===== config.mk =====
export PLATFORM = sky130hd
export DESIGN_NAME = filtered_char_checksum_hex_flat
export DESIGN_NICKNAME = d
export VERILOG_FILES = /design/src/rtl/fcch_pkg.sv /design/src/rtl/fcch_req_if.sv /design/src/rtl/fcch_rsp_if.sv /design/src/rtl/fcch_csr.sv /design/src/rtl/fcch_core.sv /design/src/rtl/filtered_char_checksum_hex.sv /design/src/flat_wrapper.sv
export SDC_FILE = /design/constraint.sdc
export NUM_CORES = 1
export LEC_CHECK = 0
export ABC_AREA = 0
export BUFFER_PORTS_ARGS = -buffer_cell sky130_fd_sc_hd__buf_2
export CORE_MARGIN = 3
export CORE_UTILIZATION = 35
export DETAILED_ROUTE_END_ITERATION = 6
export PLACE_DENSITY = 0.67
export SKIP_LAST_GASP = 1
export SLEW_MARGIN = 20
export SYNTH_ARGS = -nofsm -noshare
export SYNTH_HDL_FRONTEND = slang
export SYNTH_SLANG_ARGS = --single-unit

===== constraint.sdc =====
create_clock -name clock -period 13.05 [get_ports clock]
set_input_delay 2.61 -clock clock [delete_from_list [all_inputs] [get_ports clock]]
set_output_delay 2.61 -clock clock [all_outputs]
set_load 0.1 [all_outputs]

===== src/rtl/fcch_pkg.sv =====
// ----------------------------------------------------------------------------
// fcch_pkg: shared types, constants and functions
// Character classes, hex encode and decode, checksum fold and CSR layout for
// the filtered character checksum block.
// ----------------------------------------------------------------------------
package fcch_pkg;

   // Field widths
   localparam int CHAR_W = 8;
   localparam int SUM_W  = 16;
   localparam int CNT_W  = 2;

   // CSR layout: one 32-bit register per word, paddr covers one word past it
   localparam int CSR_DATA_W = 32;
   localparam int CSR_ADDR_W = 3;
   localparam logic [CSR_ADDR_W-3:0] REG_VERIFY_MODE = 1'd0;

   // Character and checksum constants
   localparam logic [CHAR_W-1:0] CHAR_DIGIT_LO  = 8'h30;
   localparam logic [CHAR_W-1:0] CHAR_DIGIT_HI  = 8'h39;
   localparam logic [CHAR_W-1:0] CHAR_UPPER_LO  = 8'h41;
   localparam logic [CHAR_W-1:0] CHAR_UPPER_HI  = 8'h5A;
   localparam logic [CHAR_W-1:0] CHAR_SPACE     = 8'h20;
   localparam logic [CHAR_W-1:0] HEX_LETTER_OFS = 8'd55;
   localparam logic [CHAR_W-1:0] HEX_DIGIT_OFS  = 8'd48;
   localparam logic [CHAR_W-1:0] CHECK_GOOD     = 8'hFF;
   localparam logic [CNT_W-1:0]  CNT_FULL       = 2'd2;

   // Configuration handed from the register block to the datapath
   typedef struct packed {
      logic verify_mode;
   } cfg_type;

   // True for digits, capital letters and space
   function automatic logic char_counts(input logic [CHAR_W-1:0] c);
      return ((c >= CHAR_DIGIT_LO) && (c <= CHAR_DIGIT_HI)) ||
             ((c >= CHAR_UPPER_LO) && (c <= CHAR_UPPER_HI)) ||
             (c == CHAR_SPACE);
   endfunction

   // Nibble to upper-case ASCII hex
   function automatic logic [CHAR_W-1:0] nibble_to_ascii(input logic [3:0] n);
      logic [CHAR_W-1:0] w;
      w = {4'b0, n};
      return (n > 4'd9) ? w + HEX_LETTER_OFS : w + HEX_DIGIT_OFS;
   endfunction

   // ASCII hex to value, no range check, wraps in 8 bits
   function automatic logic [CHAR_W-1:0] ascii_to_value(input logic [CHAR_W-1:0] c);
      return ((c >= CHAR_UPPER_LO) && (c <= CHAR_UPPER_HI)) ? c - HEX_LETTER_OFS
                                                            : c - HEX_DIGIT_OFS;
   endfunction

   // Fold the high byte into the low byte once, keep 8 bits
   function automatic logic [CHAR_W-1:0] fold_sum(input logic [SUM_W-1:0] s);
      return s[7:0] + s[15:8];
   endfunction

endpackage


===== src/rtl/fcch_req_if.sv =====
// ----------------------------------------------------------------------------
// fcch_req_if: character channel
// Valid/ready channel carrying one message character per transaction.
// ----------------------------------------------------------------------------
interface fcch_req_if
   import fcch_pkg::*;
   ();

   logic              valid;
   logic              ready;
   logic [CHAR_W-1:0] char_in;
   logic              last_char;

   modport source (output valid, output char_in, output last_char, input ready);
   modport sink   (input valid, input char_in, input last_char, output ready);

endinterface


===== src/rtl/fcch_rsp_if.sv =====
// ----------------------------------------------------------------------------
// fcch_rsp_if: result channel
// Valid/ready channel carrying one checksum result per transaction.
// ----------------------------------------------------------------------------
interface fcch_rsp_if
   import fcch_pkg::*;
   ();

   logic              valid;
   logic              ready;
   logic [CHAR_W-1:0] hex_high;
   logic [CHAR_W-1:0] hex_low;
   logic              check_ok;

   modport source (output valid, output hex_high, output hex_low, output check_ok,
                   input ready);
   modport sink   (input valid, input hex_high, input hex_low, input check_ok,
                   output ready);

endinterface


===== src/rtl/fcch_csr.sv =====
// ----------------------------------------------------------------------------
// fcch_csr: configuration registers
// APB-style register block holding the mode select.
// ----------------------------------------------------------------------------
module fcch_csr
   import fcch_pkg::*;
(
   input  logic                  clock,
   input  logic                  reset,
   input  logic                  csr_psel,
   input  logic                  csr_penable,
   input  logic                  csr_pwrite,
   input  logic [CSR_ADDR_W-1:0] csr_paddr,
   input  logic [CSR_DATA_W-1:0] csr_pwdata,
   output logic [CSR_DATA_W-1:0] csr_prdata,
   output logic                  csr_pready,
   output cfg_type               cfg
);

   logic                  verify_mode_ff;
   logic                  verify_mode_in;
   logic                  sel_verify;
   logic                  wr_en;

   // Decode the word index
   assign sel_verify = (csr_paddr[CSR_ADDR_W-1:2] == REG_VERIFY_MODE);
   assign wr_en      = csr_psel && csr_penable && csr_pwrite && csr_pready;
   assign csr_pready = 1'b1;

   // Update the mode on the access phase of a write
   always_comb begin
      verify_mode_in = verify_mode_ff;
      if (wr_en && sel_verify) begin
         verify_mode_in = csr_pwdata[0];
      end
   end

   always_ff @(posedge clock) begin
      if (reset) begin
         verify_mode_ff <= 1'b0;
      end else begin
         verify_mode_ff <= verify_mode_in;
      end
   end

   // Read back
   assign csr_prdata = sel_verify ? {{(CSR_DATA_W-1){1'b0}}, verify_mode_ff}
                                  : '0;

   assign cfg.verify_mode = verify_mode_ff;

endmodule


===== src/rtl/fcch_core.sv =====
// ----------------------------------------------------------------------------
// fcch_core: checksum datapath
// Input register, running message state and result register; one character
// is processed per cycle while the result slot is free or being emptied.
// ----------------------------------------------------------------------------
module fcch_core
   import fcch_pkg::*;
(
   input  logic    clock,
   input  logic    reset,
   input  cfg_type cfg,
   fcch_req_if.sink   req_chan,
   fcch_rsp_if.source rsp_chan
);

   // Input register
   logic              in_valid_ff;
   logic              in_valid_in;
   logic [CHAR_W-1:0] in_char_ff;
   logic              in_last_ff;

   // Message state
   logic [SUM_W-1:0]  sum_ff,  sum_in;
   logic [CHAR_W-1:0] prev_ff, prev_in;
   logic [CHAR_W-1:0] prev2_ff, prev2_in;
   logic [CNT_W-1:0]  cnt_ff,  cnt_in;

   // Result register
   logic              out_valid_ff, out_valid_in;
   logic [CHAR_W-1:0] out_hex_high_ff, out_hex_low_ff;
   logic              out_ok_ff;

   // Datapath terms
   logic              advance;
   logic              take_req;
   logic              fire;
   logic              char_ok;
   logic [SUM_W-1:0]  sum_nx;
   logic [CHAR_W-1:0] prev_nx, prev2_nx;
   logic [CNT_W-1:0]  cnt_nx;
   logic [SUM_W-1:0]  pair_sum;
   logic [SUM_W-1:0]  stripped;
   logic [CHAR_W-1:0] hi_val, lo_val, rx_byte, total, ck;
   logic [CHAR_W-1:0] hex_high_nx, hex_low_nx;
   logic              ok_nx;

   // Pipeline moves when the result slot is free or being emptied
   assign advance        = !out_valid_ff || rsp_chan.ready;
   assign req_chan.ready = !in_valid_ff || advance;
   assign take_req       = req_chan.valid && req_chan.ready;
   assign fire           = in_valid_ff && advance;

   // Accumulate valid characters and track the trailing pair
   always_comb begin
      char_ok  = char_counts(in_char_ff);
      sum_nx   = char_ok ? sum_ff + {{(SUM_W-CHAR_W){1'b0}}, in_char_ff} : sum_ff;
      prev_nx  = char_ok ? in_char_ff : prev_ff;
      prev2_nx = char_ok ? prev_ff : prev2_ff;
      cnt_nx   = (char_ok && (cnt_ff != CNT_FULL)) ? cnt_ff + 2'd1 : cnt_ff;
   end

   // Generate: complement of the fold as hex. Verify: strip pair, add its value.
   always_comb begin
      ck          = ~fold_sum(sum_nx);
      pair_sum    = {{(SUM_W-CHAR_W){1'b0}}, prev2_nx} + {{(SUM_W-CHAR_W){1'b0}}, prev_nx};
      stripped    = sum_nx - pair_sum;
      hi_val      = ascii_to_value(prev2_nx);
      lo_val      = ascii_to_value(prev_nx);
      rx_byte     = {hi_val[3:0], 4'b0} | lo_val;
      total       = fold_sum(stripped) + rx_byte;
      hex_high_nx = cfg.verify_mode ? '0 : nibble_to_ascii(ck[7:4]);
      hex_low_nx  = cfg.verify_mode ? '0 : nibble_to_ascii(ck[3:0]);
      ok_nx       = cfg.verify_mode && (cnt_nx == CNT_FULL) && (total == CHECK_GOOD);
   end

   // Next state of the control and message registers
   always_comb begin
      in_valid_in  = in_valid_ff;
      out_valid_in = out_valid_ff;
      sum_in       = sum_ff;
      prev_in      = prev_ff;
      prev2_in     = prev2_ff;
      cnt_in       = cnt_ff;
      if (advance) begin
         out_valid_in = fire && in_last_ff;
         in_valid_in  = 1'b0;
      end
      if (take_req) begin
         in_valid_in = 1'b1;
      end
      if (fire) begin
         if (in_last_ff) begin
            sum_in   = '0;
            prev_in  = '0;
            prev2_in = '0;
            cnt_in   = '0;
         end else begin
            sum_in   = sum_nx;
            prev_in  = prev_nx;
            prev2_in = prev2_nx;
            cnt_in   = cnt_nx;
         end
      end
   end

   always_ff @(posedge clock) begin
      if (reset) begin
         in_valid_ff  <= 1'b0;
         out_valid_ff <= 1'b0;
         sum_ff       <= '0;
         prev_ff      <= '0;
         prev2_ff     <= '0;
         cnt_ff       <= '0;
      end else begin
         in_valid_ff  <= in_valid_in;
         out_valid_ff <= out_valid_in;
         sum_ff       <= sum_in;
         prev_ff      <= prev_in;
         prev2_ff     <= prev2_in;
         cnt_ff       <= cnt_in;
      end
   end

   // Payload registers
   always_ff @(posedge clock) begin
      if (take_req) begin
         in_char_ff <= req_chan.char_in;
         in_last_ff <= req_chan.last_char;
      end
      if (fire && in_last_ff) begin
         out_hex_high_ff <= hex_high_nx;
         out_hex_low_ff  <= hex_low_nx;
         out_ok_ff       <= ok_nx;
      end
   end

   assign rsp_chan.valid    = out_valid_ff;
   assign rsp_chan.hex_high = out_hex_high_ff;
   assign rsp_chan.hex_low  = out_hex_low_ff;
   assign rsp_chan.check_ok = out_ok_ff;

`ifndef SYNTH
   // A last character leaves the message state cleared
   a_clear_after_last: assert property (@(posedge clock) disable iff (reset)
      (fire && in_last_ff) |=> (sum_ff == '0 && cnt_ff == '0 &&
                                prev_ff == '0 && prev2_ff == '0))
      else $error("message state not cleared after last character");

   // The valid-character count saturates at two
   a_cnt_sat: assert property (@(posedge clock) disable iff (reset)
      cnt_ff != 2'd3)
      else $error("valid character count overran");

   // A new result only follows a processed last character
   a_rsp_source: assert property (@(posedge clock) disable iff (reset)
      $rose(out_valid_ff) |-> $past(in_valid_ff && in_last_ff && advance))
      else $error("result raised without a last character");

   // A passing check carries no hex characters
   a_ok_no_hex: assert property (@(posedge clock) disable iff (reset)
      (out_valid_ff && out_ok_ff) |-> (out_hex_high_ff == '0 && out_hex_low_ff == '0))
      else $error("verify result carries hex characters");
`endif

endmodule


===== src/rtl/filtered_char_checksum_hex.sv =====
// ----------------------------------------------------------------------------
// filtered_char_checksum_hex: filtered 8-bit character checksum
// Generates or verifies a two-character hex checksum over a character stream.
// ----------------------------------------------------------------------------
// Usage:
//   req_chan carries one character per transaction with last_char marking the
//   end of a message. Only digits, capital letters and space count towards
//   the 16-bit running sum; other characters are skipped but still end a
//   message when marked last.
//   rsp_chan carries one result per message, after its last character. In
//   generate mode hex_high/hex_low hold the complemented folded sum as ASCII
//   hex and check_ok is 0; in verify mode the trailing two counted characters
//   are read as the checksum and check_ok reports the match, hex fields 0.
//   The csr port selects the mode (register 0, bit 0); write it only while no
//   message is in flight.
// Timing:
//   One transaction per cycle is accepted unless a waiting result stalls the
//   block. A last character is first captured in the input register, then
//   the checksum logic loads the result register that drives rsp_chan.
// Reset and stall:
//   Reset clears the mode to generate and the running message state. While a
//   result waits on rsp_chan the input register holds, so req_chan stalls
//   after at most one further transaction.
// ----------------------------------------------------------------------------
module filtered_char_checksum_hex
   import fcch_pkg::*;
(
   input  logic                  clock,
   input  logic                  reset,
   fcch_req_if.sink              req_chan,
   fcch_rsp_if.source            rsp_chan,
   input  logic                  csr_psel,
   input  logic                  csr_penable,
   input  logic                  csr_pwrite,
   input  logic [CSR_ADDR_W-1:0] csr_paddr,
   input  logic [CSR_DATA_W-1:0] csr_pwdata,
   output logic [CSR_DATA_W-1:0] csr_prdata,
   output logic                  csr_pready
);

   cfg_type cfg;

   // Configuration registers
   fcch_csr u_csr (
      .clock       (clock),
      .reset       (reset),
      .csr_psel    (csr_psel),
      .csr_penable (csr_penable),
      .csr_pwrite  (csr_pwrite),
      .csr_paddr   (csr_paddr),
      .csr_pwdata  (csr_pwdata),
      .csr_prdata  (csr_prdata),
      .csr_pready  (csr_pready),
      .cfg         (cfg)
   );

   // Checksum datapath
   fcch_core u_core (
      .clock    (clock),
      .reset    (reset),
      .cfg      (cfg),
      .req_chan (req_chan),
      .rsp_chan (rsp_chan)
   );

endmodule


===== src/flat_wrapper.sv =====
// flat-port wrapper written by rule: the top's interface ports become plain ports
module filtered_char_checksum_hex_flat import fcch_pkg::*;
  (clock, reset, csr_psel, csr_penable, csr_pwrite, csr_paddr, csr_pwdata, csr_prdata, csr_pready, req_chan_valid, req_chan_char_in, req_chan_last_char, req_chan_ready, rsp_chan_valid, rsp_chan_hex_high, rsp_chan_hex_low, rsp_chan_check_ok, rsp_chan_ready);
  fcch_req_if req_chan_i ();
  fcch_rsp_if rsp_chan_i ();
  input  logic clock;
  input  logic reset;
  input  logic csr_psel;
  input  logic csr_penable;
  input  logic csr_pwrite;
  input  logic [CSR_ADDR_W-1:0] csr_paddr;
  input  logic [CSR_DATA_W-1:0] csr_pwdata;
  output logic [CSR_DATA_W-1:0] csr_prdata;
  output logic csr_pready;
  input wire logic [$bits(req_chan_i.valid)-1:0] req_chan_valid;
  input wire logic [$bits(req_chan_i.char_in)-1:0] req_chan_char_in;
  input wire logic [$bits(req_chan_i.last_char)-1:0] req_chan_last_char;
  output wire logic [$bits(req_chan_i.ready)-1:0] req_chan_ready;
  output wire logic [$bits(rsp_chan_i.valid)-1:0] rsp_chan_valid;
  output wire logic [$bits(rsp_chan_i.hex_high)-1:0] rsp_chan_hex_high;
  output wire logic [$bits(rsp_chan_i.hex_low)-1:0] rsp_chan_hex_low;
  output wire logic [$bits(rsp_chan_i.check_ok)-1:0] rsp_chan_check_ok;
  input wire logic [$bits(rsp_chan_i.ready)-1:0] rsp_chan_ready;
  assign req_chan_i.valid = req_chan_valid;
  assign req_chan_i.char_in = req_chan_char_in;
  assign req_chan_i.last_char = req_chan_last_char;
  assign req_chan_ready = req_chan_i.ready;
  assign rsp_chan_valid = rsp_chan_i.valid;
  assign rsp_chan_hex_high = rsp_chan_i.hex_high;
  assign rsp_chan_hex_low = rsp_chan_i.hex_low;
  assign rsp_chan_check_ok = rsp_chan_i.check_ok;
  assign rsp_chan_i.ready = rsp_chan_ready;
  filtered_char_checksum_hex u_core (.clock(clock), .reset(reset), .req_chan(req_chan_i), .rsp_chan(rsp_chan_i), .csr_psel(csr_psel), .csr_penable(csr_penable), .csr_pwrite(csr_pwrite), .csr_paddr(csr_paddr), .csr_pwdata(csr_pwdata), .csr_prdata(csr_prdata), .csr_pready(csr_pready));
endmodule

==> flow_summary.yaml <==
outcome:
  status: "finished, final reports clean"
routing:
  post-route-drc-count: 0
  avgViaCountPerCell: 4.95
  drtIter0Drc: 256
  wl_per_cell_um: 14.1
  drt-pass1-iter-count: 5
  wl_mm: 12.5
  vias: 4388
  antenna_left: 0
setup_path:
  start_kind: "flip-flop"
  critPathSlowestCell: "a221o_2"
  endpoint_kind: "flip-flop"
  cp_max_fo: 33
  worstSetupPathType: "reg -> reg"
  cp.arrival_ns: 7.73
  crit_required_ns: 13.12
  slowest_delay_ns: 0.70
  path_common_cell: "o21ai_0"
timing:
  maxSlewHeadroom_pct: 31.1
  tns_ns: 0
  slew_violations: 0
  finalWorstPathRequiredPeriod_ns: 7.66
  finalSetupViolCount: 0
  final.setup_skew_ns: 0.00724
  period_share_pct: 58.7
  whs_ns: 0.495
  grt_setup_unrepaired: "no"
  tightest_slew_ns: 1.03
  setup_slack_ns: 5.39
  hold_violations: 0
  fmax_ghz: 0.131
synth:
  synth_largest_area_cell: "dfxtp_1"
  syn_inst: 644
  synth.most_common_cell: "nor2_1"
  ys_types: 69
  ys_warn_count: 0
  synth_common_cells: "73 x nor2_1, 54 x nand2_1, 51 x inv_1, 46 x ha_1, 37 x dfxtp_1"
  avgSynthCellArea_um2: 8.52
  synth_area_leaders: "dfxtp_1 13%, edfxtp_1 13%, ha_1 10%"
  ys.flop_type: "dfxtp_1"
  ys_ff_latch: 61
  ys_seq_area_share_pct: 26.6
  synth-edff-count: 24
  synth_area_um2: 5490
  synth_top_area_share_pct: 13.5
  async_reset_ff_share_pct: 0
clock_network:
  cts_tree: "built"
  post-cts-setup-buffers: 0
  clkLatencyLatePin_ns: 0.34
  numCtsBuffers: 9
  cts.path.max_buffers: 2
  ctsResizeCount: 0
  clockRootBuffer: "clkbuf_16"
  clk_pin_slew_ns: 0.05
  clkSinkCount: 61
  h-tree-depth: 3
  cts_hold_buf: 0
floorplan:
  io_pins: 103
  fp-row-count: 45
  die_x_um: 131
  dieHeight_um: 131
  start_util_pct: 36.0
  die_area_um2: 17200
  coreArea_um2: 15300
grt:
  track_usage_pct: 14.9
  overflow: 0
  grt_max_degree: 38
  grt_pass1_wl_mm: 21.0
  grt_pass1_vias: 4135
  antenna_found_initial: 0
finish:
  num_antenna_cells: 0
  fillers: 1541
  nets: 782
  utilization_pct: 39.7
  fin_cells: 886
  layout-drive-gt1-share_pct: 11.0
  syn_to_final_growth_pct: 10.5
flow_run:
  maxCapViolations: 0
place:
  numPortBuffers: 35
  pre_cts_ws_ns: 5.45
  gp_congestion: 0.868
  dp_hpwl_mm: 9.45
  place_inst: 870
pwr:
  vdd_drop_max_mv: 0.0629
  power.leakage_uw: 0.00268
  power_density_nw_per_um2: 123
hold_path:
  hold_path_class: "reg -> reg"
[flip-flops by register name, indices dropped and copies added, names as in the netlist]
register,count
u_core.u_core.in_last_ff,1
u_core.u_core.in_char_ff,8
u_core.u_core.sum_ff,16
u_core.u_core.prev2_ff,8
u_core.u_core.rsp_chan.hex_low,7
u_core.u_core.in_valid_ff,1
u_core.u_core.rsp_chan.valid,1
u_core.u_core.rsp_chan.hex_high,7
u_core.u_core.rsp_chan.check_ok,1
u_core.u_csr.cfg,1
u_core.u_core.prev_ff,8
u_core.u_core.cnt_ff,2
[area by class of cell]
type	count	area [um^2]	area share (%)
clock buffer	13	262	4.31
multi-input combinational	509	3600	59.3
sequential	61	1460	24.1
clock inverter	3	90.1	1.49
tap	211	264	4.35
timing repair buffer	38	198	3.26
inverter	51	191	3.16
[stage by stage]
stage | instance area, um^2 | power [uW]
after global placement | 5710 | 459
after floorplan | 5610 | 431
after CTS | 6060 | 750
after global routing | 6060 | 787
final | 6060 | 744
after detailed placement | 5710 | 463
[cell usage in the layout (no fill, tap or decap), types with 3 or more instances in the layout]
cell type  instances
nor3b_1            3
a311o_1            3
and3_1             3
nor2_1            73
edfxtp_1          24
a22oi_1           30
nand2_1           54
a21o_1            10
nand4_1            3
buf_2             35
bufinv_16          3
mux2i_1           10
inv_1             51
buf_4              3
nand2b_1           6
fa_1              15
a21oi_1           33
o21ai_0           26
nor4_1             4
clkbuf_1           3
dfxtp_1           37
xor2_1            21
o21bai_1           5
conb_1            34
a31oi_1            3
nor3_1            13
o21a_1             7
ha_1              46
and2_1             5
nand3_1           13
nor2b_1            9
and2b_2            4
or2_2              3
xnor2_1           26
a211oi_1           7
clkbuf_16         10
[critical path, delay by kind of cell (launching register included)]
| kind | cells | cell delay [ns] |
|---|---|---|
| adders and majority gates | 4 | 1.60 |
| DFF | 1 | 0.57 |
| AOI/OAI and AO/OA | 11 | 3.32 |
| buffers and inverters | 1 | 0.04 |
| and+or+nand+nor | 6 | 1.07 |
| xor gates and xnor gates | 4 | 0.81 |
[report_power, final]
group	switching, uW	total (uW)	internal (uW)	leakage [uW]
sequential	4.94	207	202	0.000528
clock	86.0	284	198	0.000169
combinational	162	253	90.5	0.00198
total	253	744	491	0.00268
[routing by layer]
metal / GRT usage, % / wire (um) / vias to the layer above
met5: 0 / 0 / -
met3: 2.68 / 731 / 22
li1: - / - / 2219
met1: 19.2 / 5380 / 2026
met4: 6.59 / 316 / 0
met2: 24.6 / 6100 / 121
[cells by family after synthesis]
family / count (synthesis) / share of synthesized area (%)
adders and majority gates: 61 / 16.0
other: 2 / 0.137
AOI/OAI and AO/OA: 143 / 17.6
xor gates and xnor gates: 49 / 8.21
DFF: 61 / 26.6
buffers and inverters: 106 / 10.2
and+or+nand+nor: 209 / 18.3
muxes: 13 / 2.96
[worst paths after layout]
| path | cells after the start | startpoint | end | slack, ns |
|---|---|---|---|---|
| worst max-delay path | 26 | u_core.u_core.in_char_ff[1] | u_core.u_core.rsp_chan.check_ok | 5.39 |
| worst min-delay path | 2 | u_core.u_core.sum_ff[8] | u_core.u_core.sum_ff[8] | 0.49 |
| worst max register to register | 26 | u_core.u_core.in_char_ff[1] | u_core.u_core.rsp_chan.check_ok | 5.39 |
| worst min register to register | 2 | u_core.u_core.sum_ff[8] | u_core.u_core.sum_ff[8] | 0.49 |
No activity file was read; power rests on OpenSTA's default activity.
